===== src/hdl/vh_pkg.sv =====
`timescale 1ns / 1ps
package vh_pkg;

  localparam int SAMPLE_W = 16;
  localparam int ACC_W    = 19;
  localparam logic [ACC_W-1:0] ACC_LIMIT = 19'h7FFFF;

  localparam int QUEUE_DEPTH = 4;
  localparam int QPTR_W      = $clog2(QUEUE_DEPTH);
  localparam int QCNT_W      = $clog2(QUEUE_DEPTH + 1);

  localparam int CFG_INDEX_W = 3;
  localparam int CFG_DATA_W  = 13;

  localparam logic [CFG_INDEX_W-1:0] REG_ROW_WIDTH     = 3'd0;
  localparam logic [CFG_INDEX_W-1:0] REG_COLUMN_HEIGHT = 3'd1;
  localparam logic [CFG_INDEX_W-1:0] REG_PLANE_COUNT   = 3'd2;
  localparam logic [CFG_INDEX_W-1:0] REG_CHANNEL_COUNT = 3'd3;
  localparam logic [CFG_INDEX_W-1:0] REG_METHOD        = 3'd4;
  localparam logic [CFG_INDEX_W-1:0] REG_WIDE_SAMPLES  = 3'd5;

  localparam logic METHOD_MEAN = 1'b0;
  localparam logic METHOD_MAX  = 1'b1;

  typedef struct packed {
    logic [10:0] row_width;
    logic [10:0] column_height;
    logic [12:0] plane_count;
    logic [2:0]  channel_count;
    logic        method;
    logic        wide_samples;
  } cfg_t;

  localparam cfg_t CFG_RESET = '{
    row_width:     11'd1024,
    column_height: 11'd1024,
    plane_count:   13'd4096,
    channel_count: 3'd1,
    method:        METHOD_MEAN,
    wide_samples:  1'b0
  };

  typedef struct packed {
    logic       first;
    logic       emit;
    logic       last;
    logic [1:0] channel;
  } flags_t;

endpackage


===== src/hdl/vh_front.sv =====
`timescale 1ns / 1ps
module vh_front #(
  parameter int MAX_WIDTH    = 1024,
  parameter int MAX_HEIGHT   = 1024,
  parameter int MAX_DEPTH    = 4096,
  parameter int MAX_CHANNELS = 4,
  parameter int AW           = 18
) (
  input  logic                          clk,
  input  logic                          rst,
  input  vh_pkg::cfg_t                  cfg,
  input  logic                          clearing,
  input  logic [vh_pkg::QCNT_W-1:0]     q_count,
  input  logic                          in_valid,
  output logic                          in_ready,
  input  logic [vh_pkg::SAMPLE_W-1:0]   in_sample,
  output logic                          push,
  output logic [AW-1:0]                 push_addr,
  output logic [vh_pkg::SAMPLE_W-1:0]   push_sample,
  output vh_pkg::flags_t                push_flags
);

  localparam int XW  = $clog2(MAX_WIDTH + 1);
  localparam int YW  = $clog2(MAX_HEIGHT + 1);
  localparam int ZW  = $clog2(MAX_DEPTH + 1);
  localparam int CHW = $clog2(MAX_CHANNELS + 1);
  localparam int PW  = (XW - 1) + (YW - 1);

  logic [XW-1:0]  w_c, ew, col_pos, col_inc;
  logic [YW-1:0]  h_c, eh, row_pos, row_inc;
  logic [ZW-1:0]  d_c, ed, plane_pos, plane_inc;
  logic [CHW-1:0] c_c, ch_pos, ch_inc;
  logic           accept, active;
  logic [PW-1:0]  prod_w;
  logic [vh_pkg::SAMPLE_W-1:0] sample_m;

  logic                        f1_valid;
  logic [AW-1:0]               f1_prod;
  logic [AW-1:0]               f1_xh;
  logic [vh_pkg::SAMPLE_W-1:0] f1_sample;
  vh_pkg::flags_t              f1_flags;

  always_comb begin
    if (cfg.row_width < 11'd2) begin
      w_c = XW'(2);
    end else if (32'(cfg.row_width) > MAX_WIDTH) begin
      w_c = XW'(MAX_WIDTH);
    end else begin
      w_c = XW'(cfg.row_width);
    end
    if (cfg.column_height < 11'd2) begin
      h_c = YW'(2);
    end else if (32'(cfg.column_height) > MAX_HEIGHT) begin
      h_c = YW'(MAX_HEIGHT);
    end else begin
      h_c = YW'(cfg.column_height);
    end
    if (cfg.plane_count < 13'd2) begin
      d_c = ZW'(2);
    end else if (32'(cfg.plane_count) > MAX_DEPTH) begin
      d_c = ZW'(MAX_DEPTH);
    end else begin
      d_c = ZW'(cfg.plane_count);
    end
    if (cfg.channel_count < 3'd1) begin
      c_c = CHW'(1);
    end else if (32'(cfg.channel_count) > MAX_CHANNELS) begin
      c_c = CHW'(MAX_CHANNELS);
    end else begin
      c_c = CHW'(cfg.channel_count);
    end
  end

  assign ew = {w_c[XW-1:1], 1'b0};
  assign eh = {h_c[YW-1:1], 1'b0};
  assign ed = {d_c[ZW-1:1], 1'b0};

  assign col_inc   = col_pos + 1'b1;
  assign row_inc   = row_pos + 1'b1;
  assign plane_inc = plane_pos + 1'b1;
  assign ch_inc    = ch_pos + 1'b1;

  assign in_ready = !clearing &&
                    (({1'b0, q_count} + (vh_pkg::QCNT_W + 1)'(f1_valid)) <
                     (vh_pkg::QCNT_W + 1)'(vh_pkg::QUEUE_DEPTH));
  assign accept   = in_valid && in_ready;
  assign active   = (col_pos < ew) && (row_pos < eh) && (plane_pos < ed);
  assign prod_w   = row_pos[YW-1:1] * w_c[XW-1:1];
  assign sample_m = cfg.wide_samples ? in_sample : {8'h00, in_sample[7:0]};

  always_ff @(posedge clk) begin
    if (rst) begin
      col_pos   <= '0;
      row_pos   <= '0;
      plane_pos <= '0;
      ch_pos    <= '0;
    end else if (accept) begin
      if (col_inc >= w_c) begin
        col_pos <= '0;
        if (row_inc >= h_c) begin
          row_pos <= '0;
          if (plane_inc >= d_c) begin
            plane_pos <= '0;
            ch_pos    <= (ch_inc >= c_c) ? '0 : ch_inc;
          end else begin
            plane_pos <= plane_inc;
          end
        end else begin
          row_pos <= row_inc;
        end
      end else begin
        col_pos <= col_inc;
      end
    end
  end

  always_ff @(posedge clk) begin
    if (rst) begin
      f1_valid <= 1'b0;
    end else begin
      f1_valid <= accept && active;
    end
  end

  always_ff @(posedge clk) begin
    if (accept) begin
      f1_prod          <= AW'(prod_w);
      f1_xh            <= AW'(col_pos[XW-1:1]);
      f1_sample        <= sample_m;
      f1_flags.first   <= !(col_pos[0] | row_pos[0] | plane_pos[0]);
      f1_flags.emit    <= col_pos[0] & row_pos[0] & plane_pos[0];
      f1_flags.last    <= (col_pos == ew - 1'b1) && (row_pos == eh - 1'b1) &&
                          (plane_pos == ed - 1'b1);
      f1_flags.channel <= 2'(ch_pos);
    end
  end

  assign push        = f1_valid;
  assign push_addr   = f1_prod + f1_xh;
  assign push_sample = f1_sample;
  assign push_flags  = f1_flags;

endmodule


===== config.mk =====
export PLATFORM = sky130hd
export DESIGN_NAME = vh_front
export DESIGN_NICKNAME = d
export VERILOG_FILES = /design/src/hdl/vh_pkg.sv /design/src/hdl/vh_front.sv
export SDC_FILE = /design/constraint.sdc
export NUM_CORES = 1
export LEC_CHECK = 0
export BUFFER_PORTS_ARGS = -buffer_cell sky130_fd_sc_hd__buf_2
export CAP_MARGIN = 25
export CORE_ASPECT_RATIO = 0.8
export CORE_MARGIN = 8
export CORE_UTILIZATION = 56
export CTS_BUF_LIST = sky130_fd_sc_hd__clkbuf_8
export DETAILED_ROUTE_END_ITERATION = 10
export MAX_ROUTING_LAYER = met4
export PLACE_DENSITY = 0.9
export SYNTH_ARGS = -nofsm -noshare
export SYNTH_HDL_FRONTEND = slang
export SYNTH_SLANG_ARGS = --single-unit

===== constraint.sdc =====
create_clock -name clk -period 5.9 [get_ports clk]
set_input_delay 0.59 -clock clk [delete_from_list [all_inputs] [get_ports clk]]
set_output_delay 0.59 -clock clk [all_outputs]
set_load 0.05 [all_outputs]

==> run summary <==
status - completed
RSZ-0062 raised after global routing - false
CP Class - primary input to flip-flop
Mapped Area - 10000 µm²
Async SR Flop Fraction - 0%
Layout Utilization - 63.3%
Final Skew - 0.0159 ns
syn_area_per_cell - 8.79 µm²
routed length per instance - 17.6 µm
nets@finish - 1493
EDFF count, synth - 49
Post-Syn Instances - 1138
largest net degree at the start of global routing - 59
Mapped Nets - 1396
drc violations - 0
Power per Cell Area - 119 nW/µm²
H-tree Lvls - 3
Port Buf Inserts - 102
Synth Flop Type - edfxtp_1
Seq/Total Area, Yosys - 22.5%
commonest non-fill, non-tap cell in the layout - ha_1
kind of end point of the critical path - flip-flop
setup ws final - 0.258 ns
Inserted Clock Buffers - 9
antenna violations before repair - 0
leading area contributor after synthesis - ha_1
share of post-route cells with drive strength above 1 - 13.1%
Antenna diodes - 0
Crit Path Max Fanout - 11
final WL - 25900 µm
Sink Count - 88
startpoint types - primary input
Area growth, synth to finish - 10.3%
worst slew pin tran - 0.916 ns
most frequent cells in the layout - ha_1 (133), nand2_1 (114), buf_2 (102), inv_1 (98), a21oi_1 (68)
First-pass DRT Iterations - 6
row count - 43
Bufs on Longest Clock Path - 2
Core ar. - 17400 µm²
worst-path cell chain - buf_2 -> buf_4 -> nor2b_1 -> buf_4 -> and2_1 -> fa_1 -> fa_1 -> inv_1 -> fa_1 -> inv_1 -> fa_1 -> inv_1 -> fa_1 -> inv_1 -> ha_1 -> and2_1 -> o21ai_0 -> o31ai_1 -> nor4_1 -> nor3_1 -> a211o_1 -> a21oi_1 -> xnor2_1
CTS tree - yes
top area cells in the synthesized netlist - ha_1 (17%), edfxtp_1 (15%), fa_1 (12%)
Leak - 5.39 nW
gr ovfl total - 0
number of routed nets with antenna violations - 0
worst-skew pair later-pin latency - 0.39 ns
vias - 8772
area of the multi-input gates - 7200 µm²
Max stage delay on crit path - 0.55 ns
share of the synthesized area in the top cell type - 16.6%
Clock transition at path regs - 0.09 ns
register area - 2250 µm²
Worst path slowest cell - fa_1
gp weighted congestion - 0.943
starting density of the core - 57.4%
FILL cells - 1480
global-route wire length before repair - 42100 µm
maxcap violations - 0
DR iter-0 viols - 800
worst min-delay path category - primary input to flip-flop
Critical Path AT - 5.77 ns
Vias/cell - 5.99
# IOs - 104
Die X - 165 µm
register bit total from synthesis - 88
CP most frequent cell - fa_1
Worst VDD drop - 0.0000853 V
gr usage total - 23.9%
Syn. warnings - 0
Max Clock Freq - 0.177 GHz
post-synth cell types - 63
fin crit period - 5.64 ns
fin crit share - 95.6%
number of global-route vias before repair - 8614
Setup WS pre-CTS - -0.0658 ns
DIE AREA - 22400 µm²
Slew HR - 38.7%
Setup-failing EPs final - 0
Root Driver - clkbuf_8
final HPWL from detailed placement - 20600 µm
Die Ht - 136 µm
fin. max-slew vios - 0
total power draw - 1.31 mW
critical path data required time - 6.03 ns
Hold Vio Cnt, Final - 0
-- synthesized netlist by cell type, types with 6 or more instances --
library cell,count
xor2_1,42
a21oi_1,68
o21a_1,14
a211oi_1,12
nor2_1,58
nor4_1,13
o31ai_1,6
nand2_1,114
xnor2_1,53
nor2b_1,16
mux2i_1,6
nand2b_1,13
and2_1,62
edfxtp_1,49
nand3_1,25
dfxtp_1,39
and3_1,26
nand4_1,6
nor3_1,22
or3_1,8
o21ai_0,50
fa_1,62
a21o_1,13
clkbuf_1,43
ha_1,133
nand3b_1,12
inv_1,98
-- kinds of logic (layout without fill, tap and decap cells) --
kind of cell,after synthesis,count (layout),share of synthesized area (%)
compound gates,207,207,13.0
simple gates,398,398,20.7
flops,88,88,22.5
fa+ha+maj,195,195,29.0
mux,8,8,0.825
xor+xnor,95,95,8.31
buf+inv,147,249,5.63
-- path summary, 6_finish.rpt --
check / slack, ns / cells after the start / end / start
worst max-delay path: 0.26 / 23 / f1_prod[17]$_DFFE_PP_ / cfg[39]
worst max register to register: 0.38 / 18 / f1_prod[17]$_DFFE_PP_ / row_pos[3]$_SDFFE_PP0P_
worst min-delay path: 0.38 / 1 / push_sample[4]$_DFFE_PP_ / in_sample[4]
worst min register to register: 0.49 / 0 / push_flags[1]$_DFFE_PP_ / ch_pos[1]$_SDFFE_PP0P_
-- power breakdown --
part	leakage [nW]	switching (mW)	internal, mW	total (mW)
combinational	4.49	0.157	0.0868	0.243
clock	0.0951	0.235	0.175	0.411
sequential	0.804	0.00312	0.651	0.654
total	5.39	0.395	0.913	1.31
-- worst max-delay path: cells and delay by family --
family	cells	cell delay (ns)
fa+ha+maj	6	2.72
simple gates	5	0.85
buf+inv	7	0.82
compound gates	4	0.72
xor+xnor	1	0.08
-- timing repair --
item                       CTS  global route
gates resized for setup      0             2
setup buffers                0             0
hold buffers                 0             0
setup endpoints to repair    0             3
-- sequential cells by signal, indices dropped and copies added, names as in the netlist --
signal,cells
f1_prod,18
f1_xh,10
push_flags,5
push,1
plane_pos,13
row_pos,11
push_sample,16
ch_pos,3
col_pos,11
-- routing by layer --
metal  part of all wire (%)  up-vias  wire length [µm]  GRT usage (%)
met5                      0        -                 0              -
met4                    2.4        0               624           7.08
met3                    9.1       64              2360           3.86
met2                     44      417             11300           36.4
met1                     45     4160             11500           32.1
li1                       -     4131                 -              -
-- area by class of cell --
type                    count  area share, %
multi-input cells         903           65.3
flip-flops and latches     88           20.4
repair buffers            133           6.74
inverters                 100           3.40
well taps                 225           2.55
clock buffers              11           1.37
clock inverters             5          0.272
-- metrics by stage --
| stage | TNS [ns] | area [µm²] | hold slack (ns) | cells |
|---|---|---|---|---|
| 3_5_place_dp | -0.161 | 10800 | 0.467 | 1449 |
| 4_1_cts | 0 | 11000 | 0.365 | 1465 |
| 2_1_floorplan | 0 | 10000 | 0.434 | 1138 |
| 5_1_grt | 0 | 11000 | 0.355 | 1465 |
| 3_3_place_gp | 0 | 10800 | 0.448 | 1449 |
| 6_report | 0 | 11000 | 0.383 | 1465 |
(Power assumes the default switching activity.)
