### src/hdl/vh_pkg.sv
`timescale 1ns / 1ps
package vh_pkg;

  localparam int SAMPLE_W = 16;
  localparam int ACC_W    = 19;
  localparam logic [ACC_W-1:0] ACC_LIMIT = 19'h7FFFF;

  localparam int QUEUE_DEPTH = 4;
  localparam int QPTR_W      = $clog2(QUEUE_DEPTH);
  localparam int QCNT_W      = $clog2(QUEUE_DEPTH + 1);

  localparam int CFG_INDEX_W = 3;
  localparam int CFG_DATA_W  = 13;

  localparam logic [CFG_INDEX_W-1:0] REG_ROW_WIDTH     = 3'd0;
  localparam logic [CFG_INDEX_W-1:0] REG_COLUMN_HEIGHT = 3'd1;
  localparam logic [CFG_INDEX_W-1:0] REG_PLANE_COUNT   = 3'd2;
  localparam logic [CFG_INDEX_W-1:0] REG_CHANNEL_COUNT = 3'd3;
  localparam logic [CFG_INDEX_W-1:0] REG_METHOD        = 3'd4;
  localparam logic [CFG_INDEX_W-1:0] REG_WIDE_SAMPLES  = 3'd5;

  localparam logic METHOD_MEAN = 1'b0;
  localparam logic METHOD_MAX  = 1'b1;

  typedef struct packed {
    logic [10:0] row_width;
    logic [10:0] column_height;
    logic [12:0] plane_count;
    logic [2:0]  channel_count;
    logic        method;
    logic        wide_samples;
  } cfg_t;

  localparam cfg_t CFG_RESET = '{
    row_width:     11'd1024,
    column_height: 11'd1024,
    plane_count:   13'd4096,
    channel_count: 3'd1,
    method:        METHOD_MEAN,
    wide_samples:  1'b0
  };

  typedef struct packed {
    logic       first;
    logic       emit;
    logic       last;
    logic [1:0] channel;
  } flags_t;

endpackage

### src/hdl/vh_queue.sv
`timescale 1ns / 1ps
module vh_queue #(
  parameter int DW = 8
) (
  input  logic                      clk,
  input  logic                      rst,
  input  logic                      push,
  input  logic [DW-1:0]             push_data,
  input  logic                      pop,
  output logic                      head_valid,
  output logic [DW-1:0]             head_data,
  output logic [vh_pkg::QCNT_W-1:0] count
);

  logic [DW-1:0]             slots [vh_pkg::QUEUE_DEPTH];
  logic [vh_pkg::QPTR_W-1:0] wr_ptr, rd_ptr;

  always_ff @(posedge clk) begin
    if (rst) begin
      wr_ptr <= '0;
      rd_ptr <= '0;
      count  <= '0;
    end else begin
      if (push) begin
        wr_ptr <= wr_ptr + 1'b1;
      end
      if (pop) begin
        rd_ptr <= rd_ptr + 1'b1;
      end
      if (push && !pop) begin
        count <= count + 1'b1;
      end else if (pop && !push) begin
        count <= count - 1'b1;
      end
    end
  end

  always_ff @(posedge clk) begin
    if (push) begin
      slots[wr_ptr] <= push_data;
    end
  end

  assign head_valid = (count != '0);
  assign head_data  = slots[rd_ptr];

endmodule

### config.mk
export PLATFORM = sky130hd
export DESIGN_NAME = vh_queue
export DESIGN_NICKNAME = d
export VERILOG_FILES = /design/src/hdl/vh_pkg.sv /design/src/hdl/vh_queue.sv
export SDC_FILE = /design/constraint.sdc
export NUM_CORES = 1
export LEC_CHECK = 0
export BUFFER_PORTS_ARGS = -buffer_cell sky130_fd_sc_hd__buf_2
export CORE_MARGIN = 3
export CORE_UTILIZATION = 30
export CTS_CLUSTER_DIAMETER = 50
export DETAILED_ROUTE_END_ITERATION = 8
export PLACE_DENSITY = 0.53
export SLEW_MARGIN = 20
export SYNTH_ARGS = -nofsm -noshare
export SYNTH_HDL_FRONTEND = slang
export SYNTH_SLANG_ARGS = --single-unit
### constraint.sdc
create_clock -name clk -period 1.81 [get_ports clk]
set_clock_uncertainty 0.15 [all_clocks]
set_input_delay 0.0905 -clock clk [delete_from_list [all_inputs] [get_ports clk]]
set_output_delay 0.0905 -clock clk [all_outputs]
set_load 0.1 [all_outputs]
==> flow_metrics.py, run 1 <==
metrics = {
    "layout": {
        "nNetsFinal": 142,
        "n_fill_cell": 454,
        "syn_to_final_growth_pct": 28.7,
        "layout.cells.non_filler": 192,
        "num_antenna_cells": 0,
        "drive_above_1_share": 0.344,
        "final_util": 0.414,
    },
    "die": {
        "start_util": 0.322,
        "ios": 24,
        "die_w_um": 78.6,
        "fp.coreArea_um2": 4910,
        "chipHeight_um": 78.6,
        "die_area_um2": 6170,
        "rows": 25,
    },
    "clock_network": {
        "htree_levels": 2,
        "cts_buffer_depth": 2,
        "cts_tree": "built",
        "clkSlewWorstSetupHoldPaths_ns": 0.07,
        "cts_root_buf": "clkbuf_8",
        "numCtsBuffers": 5,
        "clk_latency_ns": 0.29,
        "clkSinkCount": 41,
    },
    "critical_path": {
        "crit_fanout": 8,
        "worst-r2r-cell-count": 4,
        "worstPathArrival_ns": 1.51,
        "startpoint_type": "flip-flop",
        "cp-end-kind": "primary output",
        "r2r-end": "count[2]",
        "worstSetupPathType": "reg -> out",
        "r2r-start": "count[0]",
        "worstPathRequired_ns": 1.57,
        "rrSetupSlack_ns": 0.20,
    },
    "logic_synthesis": {
        "seq_area_frac_synth": 0.722,
        "synth_edf_count": 32,
        "synth_flop_cell": "edfxtp_1",
        "synthDistinctLibCells": 18,
        "synth_top_area_share": 0.608,
        "synthDominantAreaCellType": "edfxtp_1",
        "synth.area.top_cells": "edfxtp_1 61%, dfxtp_1 11%, mux4_2 11%",
        "syn-mean-instance-area_um2": 18.6,
        "yosysWarnings": 0,
        "netlist_area_um2": 1580,
        "ys_async_sr_fraction": 0,
        "yosysMostFrequentCell": "edfxtp_1",
        "yosys-top-cells-count": "32 x edfxtp_1, 9 x dfxtp_1, 8 x mux4_2, 7 x nor2_1, 5 x ha_1",
        "syn_inst": 85,
        "synth_nets": 103,
        "ys_ff_latch": 41,
    },
    "placement": {
        "place.gp.congestion": 0.659,
        "dpl.hpwl_mm": 1.77,
        "io_buffers": 23,
        "place_inst": 173,
    },
    "sta": {
        "post-route-period-util": 0.965,
        "fmax_ghz": 0.573,
        "final_max_slew_viol_count": 0,
        "finalCriticalPeriod_ns": 1.75,
        "worst_pin_slew_ns": 0.484,
        "finalHoldViolCount": 0,
        "slew_headroom": 0.680,
        "rsz0062_at_grt": "false",
        "setup_violations": 0,
        "fin_hold_ws_ns": 0.0365,
        "setup_tns_ns": 0,
    },
    "routing": {
        "drtPass1Iterations": 4,
        "wl_mm": 2.68,
        "drtAntennaViolNets": 0,
        "viasPerCell": 4.29,
        "drc": 0,
        "vias": 824,
        "drt_iter0_drc": 32,
        "routedWlPerCell_um": 13.9,
    },
    "status": {
        "status": "finished, final reports clean",
    },
    "hold_path": {
        "holdPathStages": 4,
        "min_path_type": "in -> reg",
        "hp-start": "pop",
    },
    "grt": {
        "grt_use_total": 0.0984,
        "grt_overflow": 0,
        "grt_pass1_wl_mm": 4.42,
        "grt_antenna_before_repair": 0,
        "grt_max_degree": 13,
        "grt_pass1_vias": 918,
    },
    "job": {
        "drv_cap": 0,
    },
    "power": {
        "power.internal_uw": 1570,
        "p_leak_uw": 0.000747,
        "p_sw_uw": 774,
        "power.total_uw": 2340,
        "p_per_area_nw_per_um2": 1150,
        "p_sw_frac": 0.331,
        "p_seq_frac": 0.476,
        "ir_drop_uv": 741,
        "combinationalPowerShare": 0.271,
        "p_clk_frac": 0.253,
    },
}
-- power by group through the flow --
stage | Sequential [uW] | Clock, uW | Combinational [uW]
6_report | 1110 | 593 | 634
5_1_grt | 1120 | 659 | 665
4_1_cts | 1110 | 617 | 622
3_5_place_dp | 1140 | 0 | 582
3_3_place_gp | 1130 | 0 | 575
2_1_floorplan | 1210 | 0 | 406
-- critical path, stage by stage, from the launching register on --
cell     delay, ns
dfxtp_2       0.34
buf_12        0.14
mux4_2        0.49
buf_4         0.25
-- worst max-delay path by stage --
| stage | end | slack [ns] | depth (start not counted) |
|---|---|---|---|
| 5_1_grt | head_data[6] | 0.006 | 3 |
| 3_3_place_gp | count[2] | 0.17 | 7 |
| 2_1_floorplan | head_valid | 0.03 | 1 |
| 6_report | head_data[3] | 0.06 | 3 |
| 4_1_cts | head_data[4] | 0.004 | 3 |
| 3_5_place_dp | count[2] | 0.09 | 7 |
-- metrics by stage --
| step | setup WS, ns | cell area, um2 |
|---|---|---|
| floorplan | 0.0341 | 1580 |
| global route | 0.00580 | 2030 |
| detailed placement | 0.0937 | 1780 |
| finish | 0.0636 | 2030 |
| CTS | 0.00436 | 2010 |
| global placement | 0.174 | 1780 |
-- placed cells by master (no fill, tap or decap), drive strengths merged, types with 4 or more instances in the layout --
cell type	count
and2	4
buf	24
clkbuf	8
dfxtp	9
dlygate4sd3	11
edfxtp	32
ha	5
inv	4
mux4	8
nor2	7
-- registers in the layout, indices dropped and copies added (netlist names), named ones only --
| register | cells |
|---|---|
| slots | 32 |
| wr_ptr | 2 |
| count | 3 |
| rd_ptr | 2 |
-- layout make-up --
class | instances | area (um2) | area share
clock buffer | 8 | 90.1 | 0.0443
inverter | 4 | 15.0 | 0.00738
multi-input combinational | 37 | 405 | 0.199
sequential | 41 | 1150 | 0.564
tap | 67 | 83.8 | 0.0412
timing repair buffer | 35 | 293 | 0.144
-- cell families (layout without fill, tap and decap cells) --
| group | count (synthesis) | count (layout) | synth area share |
|---|---|---|---|
| flops | 41 | 41 | 0.722 |
| simple gates | 14 | 14 | 0.0428 |
| mux | 10 | 10 | 0.127 |
| buf+inv | 7 | 47 | 0.0222 |
| fa+ha+maj | 6 | 6 | 0.0523 |
| xor+xnor | 5 | 5 | 0.0277 |
| compound gates | 2 | 2 | 0.00633 |
-- layer usage --
metal | wire, um | GRT usage | up-vias | part of all wire
met4 | 27 | 0.0577 | 0 | 0.010
met3 | 141 | 0.0275 | 4 | 0.053
li1 | - | - | 390 | -
met2 | 1380 | 0.161 | 25 | 0.51
met1 | 1130 | 0.114 | 405 | 0.42
met5 | 0 | 0 | - | 0
-- repair_timing --
| item | CTS | global route |
|---|---|---|
| setup buffers | 0 | 0 |
| gates resized for setup | 9 | 8 |
| hold endpoints to repair | 41 | 0 |
| endpoints found under the setup margin | 8 | 8 |
| hold buffers | 11 | 0 |
No activity file was read; power rests on OpenSTA's default activity.
==> run 2, diff against run 1 <==
--- a/config.mk
+++ b/config.mk
@@ -6,7 +6,6 @@
 export NUM_CORES = 1
 export LEC_CHECK = 0
 export BUFFER_PORTS_ARGS = -buffer_cell sky130_fd_sc_hd__buf_2
-export CORE_MARGIN = 3
 export CORE_UTILIZATION = 30
 export CTS_CLUSTER_DIAMETER = 50
 export DETAILED_ROUTE_END_ITERATION = 8
==> run 2 against run 1 <==
First-iteration DRC count decreased by 25%. Sequential share of layout area fell by 0.60 points. Critical path type unchanged. Power increased by 4.4%.
==> flow_metrics.py, run 2 (synthesis gave the netlist of run 1 again) <==
metrics = {
    "die": {
        "start_util": 0.311,
        "rows": 26,
        "chipHeight_um": 74.6,
        "ios": 24,
        "fp.coreArea_um2": 5070,
        "die_w_um": 74.6,
        "die_area_um2": 5560,
    },
    "layout": {
        "syn_to_final_growth_pct": 29.8,
        "largestRegisters": "slots (32), count (3)",
        "multi_input_area_um2": 405,
        "n_fill_cell": 479,
        "most-common-layout-cells": "32 x edfxtp_1, 15 x buf_2, 10 x dlygate4sd3_1",
        "drive_above_1_share": 0.336,
        "num_antenna_cells": 0,
        "layout.cells.non_filler": 195,
        "regMostFlops": "slots",
        "largest_reg_flops": 32,
        "final_common_cell": "edfxtp_1",
        "seqCellArea_um2": 1140,
        "nNetsFinal": 142,
    },
    "power": {
        "power.total_uw": 2440,
        "combinationalPowerShare": 0.260,
        "power.internal_uw": 1660,
        "ir_drop_uv": 758,
        "p_sw_uw": 781,
        "p_sw_frac": 0.319,
        "p_seq_frac": 0.455,
        "p_per_area_nw_per_um2": 1190,
        "p_leak_uw": 0.000755,
        "p_clk_frac": 0.285,
    },
    "clock_network": {
        "numCtsBuffers": 5,
        "htree_levels": 2,
        "clk_latency_ns": 0.28,
        "cts_buffer_depth": 2,
        "clkSlewWorstSetupHoldPaths_ns": 0.07,
        "post_cts_buffers": 0,
        "clkSinkCount": 41,
        "cts_root_buf": "clkbuf_8",
        "cts_tree": "built",
    },
    "critical_path": {
        "startpoint_type": "flip-flop",
        "worstSetupPathType": "reg -> out",
        "worstPathArrival_ns": 1.51,
        "cp-end-kind": "primary output",
        "crit_fanout": 8,
        "worstPathRequired_ns": 1.57,
    },
    "placement": {
        "dpl.hpwl_mm": 1.74,
        "place_ws_ns": 0.103,
        "io_buffers": 23,
        "place.gp.congestion": 0.607,
        "place_inst": 177,
    },
    "grt": {
        "grt_pass1_vias": 868,
        "grt_pass1_wl_mm": 4.16,
        "grt_max_degree": 13,
        "grt_antenna_before_repair": 0,
        "grt_use_total": 0.108,
        "grt_overflow": 0,
    },
    "routing": {
        "routed.top_layer": "met4",
        "drtPass1Iterations": 4,
        "met2RoutedLength_mm": 1.32,
        "met1_length_mm": 1.18,
        "vias": 817,
        "drc": 0,
        "drt_iter0_drc": 24,
        "viasPerCell": 4.19,
        "drtAntennaViolNets": 0,
        "wl_met3_um": 86,
        "routedWlPerCell_um": 13.4,
        "wl_mm": 2.62,
    },
    "sta": {
        "finalCriticalPeriod_ns": 1.75,
        "fmax_ghz": 0.572,
        "finalHoldViolCount": 0,
        "fin_ws_ns": 0.0607,
        "setup_tns_ns": 0,
        "worst_pin_slew_ns": 0.501,
        "post-route-period-util": 0.966,
        "rsz0062_at_grt": "false",
        "slew_headroom": 0.666,
        "setup_violations": 0,
        "final_max_slew_viol_count": 0,
    },
    "status": {
        "status": "finished, final reports clean",
    },
    "job": {
        "drv_cap": 0,
    },
    "hold_path": {
        "min_path_type": "in -> reg",
    },
}
==> run 2: cell types whose count changed in the layout (fill, tap and decap cells not counted) <==
cell           previous run  this run
dfxtp_2                   4         2
dlygate4sd3_1            11        10
clkinv_1                  0         1
dfxtp_1                   5         7
clkbuf_1                  2         1
buf_12                    2         1
buf_6                     4         8
buf_4                     3         1
bufinv_16                 0         1
clkbuf_8                  6         5
==> run 2: repair_timing <==
action                                  4_1_cts  5_1_grt
pin swaps                                     0        0
endpoints found under the setup margin        8        8
hold endpoints to repair                     41        0
resized for setup                             8        8
hold buffers                                 10        0
==> run 2: critical path: stages (launching register included) <==
cell	delay, ns
dfxtp_1	0.35
buf_12	0.15
mux4_2	0.52
buf_6	0.20
==> run 2: power by group through the flow <==
| stage | clock, uW | combinational, uW | sequential (uW) |
|---|---|---|---|
| after floorplan | 0 | 406 | 1210 |
| after global placement | 0 | 577 | 1130 |
| after detailed placement | 0 | 583 | 1130 |
| after CTS | 720 | 621 | 1110 |
| after global routing | 744 | 670 | 1120 |
| final | 697 | 636 | 1110 |
==> run 2: stage by stage <==
stage	utilization	hold WS, ns	cell area (um2)
6_report	0.404	0.00382	2050
5_1_grt	0.404	0.0416	2050
4_1_cts	0.398	0.00456	2020
3_5_place_dp	0.354	0.167	1790
3_3_place_gp	0.354	0.154	1790
2_1_floorplan	-	0.0394	1580
==> run 2: area by class of cell <==
| type | count | share of cell area |
|---|---|---|
| Clock buffer | 6 | 0.0354 |
| Clock inverter | 2 | 0.0165 |
| Inverter | 4 | 0.00732 |
| Multi-Input combinational cell | 37 | 0.198 |
| Sequential cell | 41 | 0.558 |
| Tap cell | 70 | 0.0427 |
| Timing Repair Buffer | 35 | 0.143 |
==> run 2: per-layer routing <==
| metal | vias up | track usage |
|---|---|---|
| li1 | 392 | - |
| met1 | 399 | 0.119 |
| met2 | 21 | 0.196 |
| met3 | 5 | 0.0325 |
| met4 | 0 | 0.0377 |
| met5 | - | 0 |
==> run 2: path summary, 6_finish.rpt <==
kind / start / endpoint / slack [ns] / cells after the start
worst max-delay path: flip-flop / head_data[3] / 0.06 / 3
worst min-delay path: push / wr_ptr[1] / 0.004 / 3
worst max register to register: count[0] / count[2] / 0.21 / 4
worst min register to register: count[2] / count[2] / 0.36 / 2
==> run 3, diff against run 2 <==
--- a/config.mk
+++ b/config.mk
@@ -6,10 +6,10 @@
 export NUM_CORES = 1
 export LEC_CHECK = 0
 export BUFFER_PORTS_ARGS = -buffer_cell sky130_fd_sc_hd__buf_2
-export CORE_UTILIZATION = 30
+export CORE_UTILIZATION = 50
 export CTS_CLUSTER_DIAMETER = 50
 export DETAILED_ROUTE_END_ITERATION = 8
-export PLACE_DENSITY = 0.53
+export PLACE_DENSITY = 0.77
 export SLEW_MARGIN = 20
 export SYNTH_ARGS = -nofsm -noshare
 export SYNTH_HDL_FRONTEND = slang
==> constraint.sdc (replaced) <==
create_clock -name clk -period 2.18 [get_ports clk]
set_clock_uncertainty 0.15 [all_clocks]
set_input_delay 0.109 -clock clk [delete_from_list [all_inputs] [get_ports clk]]
set_output_delay 0.109 -clock clk [all_outputs]
set_load 0.1 [all_outputs]
==> run 3 against run 2 <==
Final area is 6.7% lower. Sequential power is 17% lower. Clock power is 51% lower. Critical path depth is 5 higher. Sequential cell count stayed put. Die area is 39% lower. Wire length is 2.3% lower. Largest power group unchanged.
==> flow_metrics.py, run 3 (synthesis gave the netlist of run 1 again) <==
metrics = {
    "status": {
        "status": "finished, final reports clean",
    },
    "clock_network": {
        "clkSinkCount": 41,
        "cts_resized": 0,
        "numCtsBuffers": 5,
        "clk_latency_ns": 0.32,
        "clkSlewWorstSetupHoldPaths_ns": 0.10,
        "cts_tree": "built",
        "cts_root_buf": "clkbuf_4",
        "post_cts_buffers": 0,
        "htree_levels": 2,
        "cts_hold_buffers": 12,
        "cts_buffer_depth": 2,
    },
    "hold_path": {
        "holdPathStages": 2,
        "hp-start": "count[2]",
        "hold-path-endpoint": "count[2]",
        "min_path_type": "reg -> reg",
    },
    "critical_path": {
        "rrSetupSlack_ns": 0.53,
        "worstPathArrival_ns": 2.05,
        "r2r-start": "count[0]",
        "cp-end-kind": "flip-flop",
        "worstSetupPathType": "in -> reg",
        "startpoint_type": "input port",
        "worst-r2r-cell-count": 4,
        "r2r-end": "count[2]",
        "worstPathRequired_ns": 2.29,
        "crit_fanout": 7,
    },
    "sta": {
        "slew_headroom": 0.677,
        "worst_pin_slew_ns": 0.488,
        "fin_ws_ns": 0.238,
        "finalCriticalPeriod_ns": 1.94,
        "setup_violations": 0,
        "setup_tns_ns": 0,
        "final_max_slew_viol_count": 0,
        "post-route-period-util": 0.891,
        "fmax_ghz": 0.515,
        "finalHoldViolCount": 0,
        "rsz0062_at_grt": "false",
    },
    "die": {
        "die_w_um": 58.2,
        "rows": 20,
        "chipHeight_um": 58.2,
        "start_util": 0.522,
        "fp.coreArea_um2": 3030,
        "ios": 24,
        "die_area_um2": 3390,
    },
    "layout": {
        "nNetsFinal": 144,
        "num_antenna_cells": 0,
        "most-common-layout-cells": "32 x edfxtp_1, 23 x buf_2, 12 x dlygate4sd3_1",
        "largest_reg_flops": 32,
        "n_fill_cell": 231,
        "seqCellArea_um2": 1140,
        "syn_to_final_growth_pct": 21.1,
        "regMostFlops": "slots",
        "final_common_cell": "edfxtp_1",
        "drive_above_1_share": 0.299,
        "layout.cells.non_filler": 171,
        "postLayoutCellArea_um2": 1910,
        "multi_input_area_um2": 404,
        "largestRegisters": "slots (32), count (3)",
    },
    "power": {
        "power.total_uw": 1760,
        "ir_drop_uv": 533,
        "p_leak_uw": 0.000718,
        "p_per_area_nw_per_um2": 918,
    },
    "routing": {
        "viasPerCell": 4.82,
        "vias": 824,
        "wl_mm": 2.56,
        "drtAntennaViolNets": 0,
        "drtPass1Iterations": 6,
        "drt_iter0_drc": 19,
        "routedWlPerCell_um": 15.0,
        "drc": 0,
    },
    "grt": {
        "grt_pass1_wl_mm": 4.03,
        "grt_max_degree": 13,
        "grt_use_total": 0.176,
        "grt_antenna_before_repair": 0,
        "grt_overflow": 0,
        "grt_pass1_vias": 858,
    },
    "placement": {
        "dpl.hpwl_mm": 1.68,
        "io_buffers": 23,
        "place.gp.congestion": 0.630,
        "place_inst": 151,
        "place_ws_ns": 0.467,
        "placed_area_um2": 1750,
    },
    "job": {
        "drv_cap": 0,
    },
}
[run 3: changes by cell type in the layout (fill, tap and decap cells not counted), sizes merged]
cell,change
dlygate4sd3,+2
bufinv,-1
clkbuf,+1
[run 3: area by class of cell]
| class | count | share of cell area |
|---|---|---|
| repair buffers | 37 | 0.131 |
| well taps | 44 | 0.0288 |
| clock inverters | 1 | 0.00196 |
| flip-flops and latches | 41 | 0.596 |
| clock buffers | 7 | 0.0235 |
| inverters | 4 | 0.00784 |
| multi-input cells | 37 | 0.211 |
[run 3: stage by stage]
step	util	hold WS [ns]
finish	0.632	0.372
global route	0.632	0.360
CTS	0.632	0.371
detailed placement	0.576	0.176
global placement	0.576	0.169
floorplan	-	0.0579
[run 3: how the worst max path moves through the flow]
stage / from / endpoint
5_1_grt: flip-flop / head_data[1]
3_3_place_gp: pop / count[2]
6_report: push / count[2]
3_5_place_dp: push / count[2]
2_1_floorplan: count[0] / head_valid
4_1_cts: flip-flop / head_data[5]
[run 3: critical path, stage by stage]
cell	delay (ns)
dlygate4sd3_1	0.52
buf_2	0.17
ha_1	0.20
inv_1	0.06
fa_1	0.37
xor2_1	0.16
or3_1	0.31
a21oi_1	0.15
[run 3: power breakdown]
part / internal (uW) / switching [uW] / total, uW
registers: 892 / 30.5 / 922
clock network: 124 / 218 / 343
logic: 119 / 374 / 493
total: 1130 / 623 / 1760
[run 3: per-layer routing]
metal / global-route usage / part of all wire
met1: 0.213 / 0.45
met2: 0.287 / 0.50
met3: 0.0513 / 0.041
met4: 0.0918 / 0.012
met5: 0 / 0
